===== src/hw/rtl/btpc_pkg.sv =====
// Shared types, constants and arithmetic helpers for the barometric compensation block.
package btpc_pkg;

    localparam int DivW   = 64;
    localparam int QDepth = 4;

    localparam logic [19:0] SkipMark   = 20'h80000;
    localparam logic [32:0] TempOffset = 33'd128000;
    localparam logic [20:0] PressBase  = 21'h100000;
    localparam logic [63:0] PressScale = 64'd3125;
    localparam logic [63:0] DivBias    = 64'h0000_8000_0000_0000;
    // floor(2^32 / 125): estimate of x/125 is low by at most one
    localparam logic [25:0] RecipM     = 26'd34359738;

    typedef enum logic [1:0] {
        ST_OK   = 2'd0,
        ST_SKIP = 2'd1,
        ST_ZDIV = 2'd2
    } t_status;

    typedef enum logic [1:0] {
        REG_TEMP = 2'd0,
        REG_PLO  = 2'd1,
        REG_PHI  = 2'd2,
        REG_P9   = 2'd3
    } t_reg_idx;

    typedef struct packed {
        logic        kind;
        logic        skip;
        logic [19:0] rt;
        logic [19:0] rp;
    } t_item;

    typedef struct packed {
        logic        kind;
        logic        skip;
        logic        zdiv;
        logic        neg;
        logic [19:0] rp;
        logic [31:0] centi;
        logic [31:0] milli;
    } t_side;

    typedef struct packed {
        logic [47:0] temp;
        logic [63:0] plo;
        logic [63:0] phi;
        logic [15:0] p9;
    } t_cal;

    // 64 x 16 wrapping multiply, done as two partial products
    function automatic logic signed [48:0] part_lo(input logic [63:0] x,
                                                   input logic signed [15:0] c);
        return 49'($signed({1'b0, x[31:0]})) * 49'(c);
    endfunction

    function automatic logic [31:0] part_hi(input logic [63:0] x,
                                            input logic signed [15:0] c);
        return x[63:32] * {{16{c[15]}}, c};
    endfunction

    function automatic logic [63:0] join_parts(input logic signed [48:0] lo,
                                               input logic [31:0] hi);
        return {{15{lo[48]}}, lo} + {hi, 32'd0};
    endfunction

    function automatic logic [63:0] sext16(input logic [15:0] c);
        return {{48{c[15]}}, c};
    endfunction

endpackage


===== src/hw/rtl/btpc_queue.sv =====
// Short request queue between the front and back parts.
module btpc_queue #(
    parameter int DEPTH = btpc_pkg::QDepth
) (
    input  logic             i_clk,
    input  logic             i_rst_n,
    input  logic             i_push,
    input  btpc_pkg::t_item  i_item,
    output logic             o_full,
    input  logic             i_pop,
    output btpc_pkg::t_item  o_item,
    output logic             o_empty
);

    localparam int PW = (DEPTH > 1) ? $clog2(DEPTH) : 1;
    localparam int CW = $clog2(DEPTH + 1);

    btpc_pkg::t_item r_mem [DEPTH];
    logic [PW-1:0]   r_wp;
    logic [PW-1:0]   r_rp;
    logic [CW-1:0]   r_cnt;

    assign o_full  = (r_cnt == CW'(DEPTH));
    assign o_empty = (r_cnt == '0);
    assign o_item  = r_mem[r_rp];

    always_ff @(posedge i_clk) begin
        if (!i_rst_n) begin
            r_wp  <= '0;
            r_rp  <= '0;
            r_cnt <= '0;
        end else begin
            if (i_push) begin
                r_wp <= (r_wp == PW'(DEPTH - 1)) ? '0 : r_wp + 1'b1;
            end
            if (i_pop) begin
                r_rp <= (r_rp == PW'(DEPTH - 1)) ? '0 : r_rp + 1'b1;
            end
            if (i_push && !i_pop) begin
                r_cnt <= r_cnt + 1'b1;
            end else if (i_pop && !i_push) begin
                r_cnt <= r_cnt - 1'b1;
            end
        end
    end

    always_ff @(posedge i_clk) begin
        if (i_push) begin
            r_mem[r_wp] <= i_item;
        end
    end

    a_no_overflow: assert property (@(posedge i_clk) disable iff (!i_rst_n)
        !(i_push && o_full)) else $error("queue push while full");
    a_no_underflow: assert property (@(posedge i_clk) disable iff (!i_rst_n)
        !(i_pop && o_empty)) else $error("queue pop while empty");
    a_count_range: assert property (@(posedge i_clk) disable iff (!i_rst_n)
        r_cnt <= CW'(DEPTH)) else $error("queue count out of range");

endmodule


===== config.mk =====
export PLATFORM = sky130hd
export DESIGN_NAME = btpc_queue
export DESIGN_NICKNAME = d
export VERILOG_FILES = /design/src/hw/rtl/btpc_pkg.sv /design/src/hw/rtl/btpc_queue.sv
export SDC_FILE = /design/constraint.sdc
export NUM_CORES = 1
export LEC_CHECK = 0
export CAP_MARGIN = 20
export CORE_UTILIZATION = 56
export DETAILED_ROUTE_END_ITERATION = 8
export DONT_BUFFER_PORTS = 1
export GPL_ROUTABILITY_DRIVEN = 0
export PLACE_DENSITY = 0.8
export SYNTH_ARGS = -nofsm -noshare
export SYNTH_HDL_FRONTEND = slang
export SYNTH_SLANG_ARGS = --single-unit

===== constraint.sdc =====
create_clock -name i_clk -period 2.1 [get_ports i_clk]
set_input_delay 0.315 -clock i_clk [delete_from_list [all_inputs] [get_ports i_clk]]
set_output_delay 0.315 -clock i_clk [all_outputs]
set_load 0.005 [all_outputs]

==> flow_summary_export.csv <==
group,metric,value,unit
layout,layoutNonFillerInstCount,483,
global_routing,grt_max_degree,43,
clock_tree,clk_pin_slew,60,ps
worst_setup_path,crit_path_cell_trace,"buf_12 -> mux4_2",
timing,max_freq,0.523,GHz
synthesis,synthDistinctLibCells,23,
die,die-area,12200,µm²
detailed_routing,wl,10300,µm
layout,post-route-util,69.0,%
die,die_w,110,µm
layout,syn_to_final_growth,19.8,%
timing,setup_tns,0,ps
global_routing,grt_pass1_wl,15500,µm
synthesis,yosysTopAreaCellShare,76.8,%
timing,skew,5.94,ps
worst_setup_path,cp_slowest_cell,"mux4_2",
die,start_util,57.5,%
clock_tree,cts_htree_levels,4,
worst_setup_path,arrival,1600,ps
global_routing,grt_antenna_before_repair,1,
synthesis,synth_edf_count,168,
power_and_ir_drop,leakage,2.56,nW
synthesis,syn_area,6570,µm²
worst_setup_path,critPathCaptureType,"primary output",
global_routing,track_usage,18.6,%
die,row_count,39,
layout,drive_above_1_share,24.8,%
detailed_routing,routedWlPerCell,21.2,µm
synthesis,synth_most_common_cell,"edfxtp_1",
clock_tree,numCtsBuffers,17,
layout,nets,379,
synthesis,seq_area_frac_synth,79.5,%
synthesis,ys_seq_elements,177,
power_and_ir_drop,total_power,7.82,mW
die,core,11400,µm²
timing,hold_violations,0,
detailed_routing,vias_per_cell,5.72,
placed_design,io_buffers,0,
clock_tree,clk_path_buf_depth,2,
synthesis,ys.flop_type,"edfxtp_1",
synthesis,yosys.area.top_type,"edfxtp_1",
placed_design,post-dp-hpwl,6140,µm
timing,drv_slew,0,
timing,rsz0062_at_grt,"no",
layout,final_cell_area,7880,µm²
timing,worst_slack,188,ps
timing,hold-worst-slack,24.3,ps
global_routing,grt_pass1_vias,2896,
clock_tree,clkSinkCount,177,
detailed_routing,vias,2764,
detailed_routing,drc_errors,0,
worst_setup_path,worst_ep_required_time,1780,ps
global_routing,globalRouteOverflowTotal,0,
worst_setup_path,startpoint_type,"flip-flop",
synthesis,synthesis.instances,264,
flow_run,drv_cap,0,
worst_setup_path,crit_fanout,17,
detailed_routing,detail-route-antenna-nets,0,
die,die_y,110,µm
die,pin_count,90,
timing,fin_crit,1910,ps
timing,finalCritPeriodShare,91.0,%
worst_setup_path,cp_slowest_stage_delay,560,ps
placed_design,pre_cts_ws,393,ps
synthesis,yosys-top-cells-area,"edfxtp_1 77%, mux4_2 14%, dfxtp_1 2.7%, buf_12 1.2%, ha_1 1.1%",
timing,finalSetupViolations,0,
run_status,status,"finished, final reports clean",
detailed_routing,drt_pass1_iterations,4,
power_and_ir_drop,power_density,993,nW/µm²
worst_setup_path,critical_path_buf_inv_count,1,
timing,worstMarginPinSlew,454,ps
synthesis,synth_common_cells,"168 x edfxtp_1, 40 x mux4_2, 9 x dfxtp_1, 6 x ha_1",
synthesis,synth_fp_nets,317,
synthesis,synthArstFlopShare,0,%
hold_path,hp-class,"in -> reg",
clock_tree,clk_latency,420,ps
clock_tree,cts_root_buf,"clkbuf_16",
placed_design,post_dp_cell_area,6800,µm²
worst_setup_path,path_class,"reg -> out",
synthesis,synthesis.yosys.warnings,0,
detailed_routing,first_iter_violations,170,
placed_design,numPlacedInstances,406,
worst_setup_path,critical_path.top_delay_family,"multiplexers",
clock_tree,tritoncts,"done",
timing,max_slew_margin,69.7,%
synthesis,syn_avg_cell_area,24.9,µm²
power_and_ir_drop,ir_worst_vdd,0.568,mV
[kinds of logic (layout without fill, tap and decap cells)]
logic type,count (synthesis),in the layout,synth area share (%)
flops,177,177,79.5
xor+xnor,2,2,0.267
buf+inv,14,89,1.98
compound gates,3,3,0.305
simple gates,15,15,1.37
mux,46,46,15.1
fa+ha+maj,7,7,1.45
other cells,0,1,0
[registers in the layout, indices dropped and copies added (netlist names), named ones only]
signal and flops:
r_mem 168, r_cnt 3, r_rp 2, r_wp 2
[cells in the final DEF, fill, tap and decap left out, types with 2 or more instances in the layout]
master / n
nor2b_1: 5
dfxtp_1: 7
mux4_2: 40
edfxtp_1: 168
buf_12: 8
clkbuf_8: 2
mux2i_1: 4
and2_2: 4
clkbuf_1: 4
inv_1: 4
nor3_1: 2
dlygate4sd3_1: 43
mux4_1: 2
ha_1: 6
buf_4: 2
clkbuf_16: 22
[power breakdown]
group / switching, mW / internal (mW)
clock network: 1.21 / 1.94
registers: 0.0536 / 4.04
logic: 0.281 / 0.293
[metal layers]
metal,up-vias,track usage (%),wire length [µm]
li1,1236,-,-
met1,1424,23.5,4190
met2,90,29.4,5230
met3,14,6.94,678
met4,0,7.52,164
met5,-,0,0
[cell type report]
class                   count  area, µm²
flip-flops and latches    177       5230
fillers                   693       3540
multi-input cells          73       1220
repair buffers             53        606
clock buffers              28        593
well taps                 143        179
clock inverters             4       28.8
inverters                   4       15.0
diodes                      1       2.50
[what timing repair did]
action	4_1_cts	5_1_grt
resized for setup	0	0
hold buffers	43	0
endpoints found under the hold margin	169	0
buffers inserted	1	0
endpoints found under the setup margin	1	0
[final timing paths]
path,end,from,slack (ps),cells after the start
setup reg to reg,r_mem[1][8]$_DFFE_PP_,r_wp[0]$_SDFFE_PN0P_,550,3
setup / recovery,o_item[8],flip-flop,190,2
hold reg to reg,r_cnt[2]$_SDFFE_PN0P_,r_cnt[2]$_SDFFE_PN0P_,550,2
hold / removal,r_wp[0]$_SDFFE_PN0P_,i_rst_n,20,1
Note: power is estimated with default switching activity, not from simulation.
