===== src/hw/rtl/btpc_pkg.sv =====
// Shared types, constants and arithmetic helpers for the barometric compensation block.
package btpc_pkg;

    localparam int DivW   = 64;
    localparam int QDepth = 4;

    localparam logic [19:0] SkipMark   = 20'h80000;
    localparam logic [32:0] TempOffset = 33'd128000;
    localparam logic [20:0] PressBase  = 21'h100000;
    localparam logic [63:0] PressScale = 64'd3125;
    localparam logic [63:0] DivBias    = 64'h0000_8000_0000_0000;
    // floor(2^32 / 125): estimate of x/125 is low by at most one
    localparam logic [25:0] RecipM     = 26'd34359738;

    typedef enum logic [1:0] {
        ST_OK   = 2'd0,
        ST_SKIP = 2'd1,
        ST_ZDIV = 2'd2
    } t_status;

    typedef enum logic [1:0] {
        REG_TEMP = 2'd0,
        REG_PLO  = 2'd1,
        REG_PHI  = 2'd2,
        REG_P9   = 2'd3
    } t_reg_idx;

    typedef struct packed {
        logic        kind;
        logic        skip;
        logic [19:0] rt;
        logic [19:0] rp;
    } t_item;

    typedef struct packed {
        logic        kind;
        logic        skip;
        logic        zdiv;
        logic        neg;
        logic [19:0] rp;
        logic [31:0] centi;
        logic [31:0] milli;
    } t_side;

    typedef struct packed {
        logic [47:0] temp;
        logic [63:0] plo;
        logic [63:0] phi;
        logic [15:0] p9;
    } t_cal;

    // 64 x 16 wrapping multiply, done as two partial products
    function automatic logic signed [48:0] part_lo(input logic [63:0] x,
                                                   input logic signed [15:0] c);
        return 49'($signed({1'b0, x[31:0]})) * 49'(c);
    endfunction

    function automatic logic [31:0] part_hi(input logic [63:0] x,
                                            input logic signed [15:0] c);
        return x[63:32] * {{16{c[15]}}, c};
    endfunction

    function automatic logic [63:0] join_parts(input logic signed [48:0] lo,
                                               input logic [31:0] hi);
        return {{15{lo[48]}}, lo} + {hi, 32'd0};
    endfunction

    function automatic logic [63:0] sext16(input logic [15:0] c);
        return {{48{c[15]}}, c};
    endfunction

endpackage


===== src/hw/rtl/btpc_front.sv =====
// Input stage: takes requests, flags skipped measurements, hands them to the queue.
module btpc_front (
    input  logic                  i_clk,
    input  logic                  i_rst_n,
    input  logic                  i_valid,
    output logic                  o_stall,
    input  logic                  i_kind,
    input  logic [19:0]           i_raw_temperature,
    input  logic [19:0]           i_raw_pressure,
    output logic                  o_push,
    output btpc_pkg::t_item       o_item,
    input  logic                  i_full
);

    logic             r_vld;
    btpc_pkg::t_item  r_item;
    logic             accept;

    assign o_push  = r_vld && !i_full;
    assign o_stall = r_vld && i_full;
    assign accept  = i_valid && !o_stall;
    assign o_item  = r_item;

    always_ff @(posedge i_clk) begin
        if (!i_rst_n) begin
            r_vld <= 1'b0;
        end else if (accept) begin
            r_vld <= 1'b1;
        end else if (o_push) begin
            r_vld <= 1'b0;
        end
    end

    always_ff @(posedge i_clk) begin
        if (accept) begin
            r_item.kind <= i_kind;
            r_item.rt   <= i_raw_temperature;
            r_item.rp   <= i_raw_pressure;
            r_item.skip <= (i_raw_temperature == btpc_pkg::SkipMark) ||
                           (i_kind && (i_raw_pressure == btpc_pkg::SkipMark));
        end
    end

endmodule


===== config.mk =====
export PLATFORM = sky130hd
export DESIGN_NAME = btpc_front
export DESIGN_NICKNAME = d
export VERILOG_FILES = /design/src/hw/rtl/btpc_pkg.sv /design/src/hw/rtl/btpc_front.sv
export SDC_FILE = /design/constraint.sdc
export NUM_CORES = 1
export LEC_CHECK = 0
export ABC_AREA = 1
export BUFFER_PORTS_ARGS = -buffer_cell sky130_fd_sc_hd__clkbuf_2
export CELL_PAD_IN_SITES_DETAIL_PLACEMENT = 0
export CELL_PAD_IN_SITES_GLOBAL_PLACEMENT = 1
export CORE_ASPECT_RATIO = 1.1
export CORE_MARGIN = 2
export CORE_UTILIZATION = 30
export CTS_BUF_LIST = sky130_fd_sc_hd__clkbuf_2
export DETAILED_ROUTE_END_ITERATION = 8
export PLACE_DENSITY = 0.79
export SYNTH_ARGS = -nofsm -noshare
export SYNTH_HDL_FRONTEND = slang
export SYNTH_SLANG_ARGS = --single-unit

===== constraint.sdc =====
create_clock -name i_clk -period 2.8 [get_ports i_clk]
set_input_delay 0.56 -clock i_clk [delete_from_list [all_inputs] [get_ports i_clk]]
set_output_delay 0.56 -clock i_clk [all_outputs]
set_load 0.005 [all_outputs]

==> results of run 1 <==
[cell usage in the layout, fill, tap and decap left out]
cell type	n
edfxtp_1	42
or2_0	1
nand3_1	3
buf_4	1
a21boi_0	1
nand2_1	10
bufinv_16	2
dfxtp_1	1
and2_0	1
nor2_2	1
nor2_1	23
inv_1	5
nor2_4	1
clkbuf_2	94
[final timing paths]
check	end	slack, ns	cells past startpoint
hold reg to reg	r_vld	0.52	2
setup reg to reg	o_item[33]	1.43	4
setup / recovery	o_stall	1.16	3
hold / removal	o_item[12]	0.34	1
[report_power, final]
part | leakage (nW) | switching [W] | internal (W) | total, W
Combinational | 0.465 | 0.0000550 | 0.0000513 | 0.000106
Sequential | 0.415 | 0.00000882 | 0.000750 | 0.000759
Clock | 0.0532 | 0.000185 | 0.000245 | 0.000429
[kinds of logic (layout without fill, tap and decap cells)]
family | Yosys count | count (layout)
flip-flops | 43 | 43
AO/OA/AOI/OAI | 1 | 1
buffers and inverters | 5 | 102
AND/OR/NAND/NOR | 40 | 40
[worst max-delay path, delay by kind of cell (launching register included)]
family	cells	cell delay (ns)
buffers and inverters	2	0.25
DFF	1	0.38
and+or+nand+nor	1	0.07
[area by class of cell]
cell class	instances	area, um2
Inverter	5	18.8
Timing Repair Buffer	89	448
Sequential cell	43	1280
Clock buffer	6	30.0
Clock inverter	2	60.1
Fill cell	459	2600
Multi-Input combinational cell	41	176
Tap cell	56	70.1
[metrics by stage]
step | utilization | total power [W]
4_1_cts | 0.445 | 0.00132
6_report | 0.445 | 0.00129
3_3_place_gp | 0.426 | 0.000880
2_1_floorplan | - | 0.000803
5_1_grt | 0.445 | 0.00135
3_5_place_dp | 0.426 | 0.000884
[flip-flops by register name, indices dropped and copies added (netlist names)]
| name | cells |
|---|---|
| o_item | 42 |
| r_vld | 1 |
[routing by layer]
metal	GRT usage	routed length, um	vias to the layer above
li1	-	-	503
met1	0.123	1020	438
met2	0.174	1340	66
met3	0.0792	438	6
met4	0.0566	65	0
met5	0	0	-
==> flow_summary.json, run 1 <==
{
  "synth_fa_ha_area_frac": 0,
  "crit_fanout": 2,
  "cts_tree": "done",
  "antenna_left": 0,
  "synth_top_family_by_area": "simple AND/OR/NAND/NOR gates",
  "final_cells": 242,
  "worstSetupEndpointType": "output pin",
  "nets": 230,
  "grt.total_usage": 0.116,
  "clock_latency_ns": 0.39,
  "port_buffers": 88,
  "drcViolationCount": 0,
  "cts_resized": 0,
  "yosys-top-cells-area": "edfxtp_1 (86%), nor2_1 (6.1%), nand2_1 (2.6%), dfxtp_1 (1.4%), inv_1 (1.3%)",
  "hpwl_mm": 2.30,
  "fp-row-count": 26,
  "slowest_delay_ns": 0.38,
  "hold_ws_ns": 0.340,
  "cp.required_ns": 2.24,
  "synth.distinct_cells": 10,
  "cts_hold_buf": 0,
  "syn_area_per_cell_um2": 16.5,
  "cts_buffers": 5,
  "worstHoldStart": "i_raw_pressure[12]",
  "slew_headroom": 0.666,
  "cts.path.max_buffers": 2,
  "cp-startpoint": "r_vld",
  "status": "completed",
  "detail_route.iter0.violations": 38,
  "crit_arrival_ns": 1.08,
  "fmax_mhz": 610,
  "finClkSkew_ns": 0.0172,
  "die_area_um2": 5470,
  "grt_max_degree": 43,
  "vias": 1013,
  "drt_wl_total_mm": 2.86,
  "max-vdd-ir-drop_uv": 316,
  "place_ws_ns": 1.09,
  "fin_crit_sh": 0.586,
  "dieWidth_um": 70.7,
  "grt_pass1_vias": 1045,
  "antenna_cells": 0,
  "gp_congestion": 0.695,
  "synth_compound_area_frac": 0.00511,
  "antenna_found_initial": 0,
  "die_h_um": 77.4,
  "dp.cells": 234,
  "synth_xor_area_frac": 0,
  "crit_path_start_kind": "flip-flop",
  "core_um2": 4680,
  "synth_area_um2": 1470,
  "power_density_nw_per_um2": 621,
  "start_util": 0.314,
  "root_buffer": "clkbuf_2",
  "power.leakage_nw": 0.933,
  "ys_seq_area_frac": 0.872,
  "synth_top_cell_by_area": "edfxtp_1",
  "rsz0062_at_grt": "no",
  "critical-path-slowest-cell": "dfxtp_1",
  "routedWlPerCell_um": 11.8,
  "fin_setup_tns_ns": 0,
  "clock_sinks": 43,
  "drive_above_1_share": 0.532,
  "fin_crit_ns": 1.64,
  "fin_ws_ns": 1.16,
  "worstReg2RegStart": "r_vld",
  "final_cell_area_um2": 2080,
  "setup_viol": 0,
  "yosysMostFrequentCell": "edfxtp_1",
  "synth-simple-area-share": 0.110,
  "yosysWarningCount": 0,
  "viasPerCell": 4.19,
  "overflow": 0,
  "cap_violations": 0,
  "path_cells": "nand2_1, inv_1, clkbuf_2",
  "syn_inst": 89,
  "min_path_type": "in2reg",
  "placed_cell_area_um2": 1990,
  "post-cts-setup-buffers": 0,
  "grt_pass1_wl_mm": 4.71,
  "drt_pass1_iterations": 2,
  "yosys-mux-area-fraction": 0,
  "clkTransAtPathRegs_ns": 0.21,
  "io_pins": 89,
  "crit_type": "reg2out",
  "synth_commonest_cells": "edfxtp_1 (42), nor2_1 (24), nand2_1 (10), inv_1 (5), nand3_1 (3)",
  "synth_edf_count": 42,
  "synth.ff_latch_count": 43,
  "synth_nets": 134,
  "area_growth_pct": 41.9,
  "hold_viol": 0,
  "async_reset_ff_frac": 0,
  "htree_levels": 2,
  "worstMarginPinSlew_ns": 0.500,
  "ys.flop_type": "edfxtp_1",
  "netlist.area_leader.share": 0.859,
  "slew_viol_final": 0
}
Power figures use the tool's default switching activity.
==> run 2: changes to the inputs <==
==> constraint.sdc (replaced) <==
create_clock -name i_clk -period 1.4 [get_ports i_clk]
set_input_delay 0.28 -clock i_clk [delete_from_list [all_inputs] [get_ports i_clk]]
set_output_delay 0.28 -clock i_clk [all_outputs]
set_load 0.005 [all_outputs]
==> run 2 against run 1 <==
- clock power rose by 18%
- critical path depth unchanged
- register-to-register slack worse by 1.2 ns
- die area unchanged
- sequential share of layout area grew 0.47 points
- cell count up 0.83%
- power is 74% higher
- utilization is 0.29 points lower
- cell area fell by 0.66%
- sequential power rose by 100%
- critical path type unchanged
==> flow_summary.json, run 2 (synthesized netlist as in run 1, its figures left out) <==
{
  "status": "completed",
  "vias": 1030,
  "drcViolationCount": 0,
  "finClkSkew_ns": 0.0109,
  "rsz0062_at_grt": "no",
  "worstSetupEndpointType": "output pin",
  "antenna_left": 0,
  "max-vdd-ir-drop_uv": 472,
  "hpwl_mm": 2.35,
  "crit_type": "reg2out",
  "clkTransAtPathRegs_ns": 0.21,
  "fin_crit_sh": 0.904,
  "routedWlPerCell_um": 11.7,
  "io_pins": 89,
  "crit_arrival_ns": 0.99,
  "grt.total_usage": 0.113,
  "worstMarginPinSlew_ns": 0.214,
  "placed_cell_area_um2": 2020,
  "cts_buffers": 5,
  "die_h_um": 77.4,
  "clock_latency_ns": 0.39,
  "final_cells": 244,
  "crit_path_start_kind": "flip-flop",
  "fin_crit_ns": 1.27,
  "hold_viol": 0,
  "antenna_found_initial": 0,
  "port_buffers": 88,
  "start_util": 0.314,
  "die_area_um2": 5470,
  "drt_pass1_iterations": 3,
  "core_um2": 4680,
  "cap_violations": 0,
  "crit_fanout": 2,
  "overflow": 0,
  "nets": 232,
  "cts_hold_buf": 0,
  "power.leakage_nw": 0.919,
  "multi_input_area_um2": 179,
  "area_growth_pct": 41.0,
  "dieWidth_um": 70.7,
  "largest_register_ffs": 42,
  "grt_pass1_vias": 1098,
  "cts_tree": "done",
  "fillers": 467,
  "power_density_nw_per_um2": 1090,
  "setup_viol": 0,
  "final_common_cell": "clkbuf_2",
  "cts.path.max_buffers": 2,
  "hold_ws_ns": 0.0561,
  "root_buffer": "clkbuf_2",
  "min_path_type": "in2reg",
  "seqCellArea_um2": 1280,
  "final_cell_mix": "clkbuf_2 (93), edfxtp_1 (42), nor2_1 (23)",
  "slew_viol_final": 0,
  "antenna_cells": 0,
  "grt_pass1_wl_mm": 4.73,
  "gp_congestion": 0.685,
  "final_cell_area_um2": 2070,
  "detail_route.iter0.violations": 41,
  "fmax_mhz": 790,
  "cp.required_ns": 1.12,
  "htree_levels": 2,
  "slew_headroom": 0.857,
  "drt_wl_total_mm": 2.87,
  "dp.cells": 235,
  "fp-row-count": 26,
  "viasPerCell": 4.22,
  "grt_max_degree": 35,
  "drive_above_1_share": 0.548,
  "clock_sinks": 43
}
[run 2: stage by stage]
step	utilization	total power, W	TNS, ns	setup WS [ns]
after floorplan	-	0.00161	-1.45	-0.0344
after global placement	0.431	0.00177	0	0.268
after detailed placement	0.431	0.00178	0	0.247
after CTS	0.440	0.00228	0	0.0836
after global routing	0.442	0.00237	0	0.00170
final	0.442	0.00225	0	0.134
[run 2: final cells by class]
type,instances,share of cell area
clock buffer,5,0.0121
clock inverter,3,0.00967
inverter,5,0.00906
multi-input combinational,41,0.0864
sequential,43,0.619
tap,56,0.0338
timing repair buffer,91,0.230
[run 2: worst max-delay path, cell delays in order, from the launching register on]
cell      delay, ns
dfxtp_2        0.38
inv_1          0.04
nor2_1         0.07
clkbuf_2       0.11
[run 2: worst paths after layout]
path | start | slack [ns] | end | depth (start not counted)
max | r_vld | 0.13 | o_push | 3
min | i_kind | 0.06 | o_item[41] | 1
max reg2reg | r_vld | 0.20 | o_item[34] | 5
min reg2reg | r_vld | 0.52 | r_vld | 2
[run 2: report_power, final]
part | total, W | internal (W) | switching [W]
Combinational | 0.000224 | 0.000112 | 0.000112
Sequential | 0.00152 | 0.00150 | 0.0000184
Clock | 0.000506 | 0.000120 | 0.000386
Total | 0.00225 | 0.00173 | 0.000516
[run 2: metal layers]
metal	wire length (um)	track usage	up-vias
li1	-	-	507
met1	1010	0.115	454
met2	1400	0.183	64
met3	410	0.0740	5
met4	46	0.0453	0
met5	0	0	-
[run 2: repair_timing]
action / 4_1_cts / 5_1_grt
setup endpoints to repair: 0 / 1
resized for setup: 0 / 0
setup buffers: 0 / 1
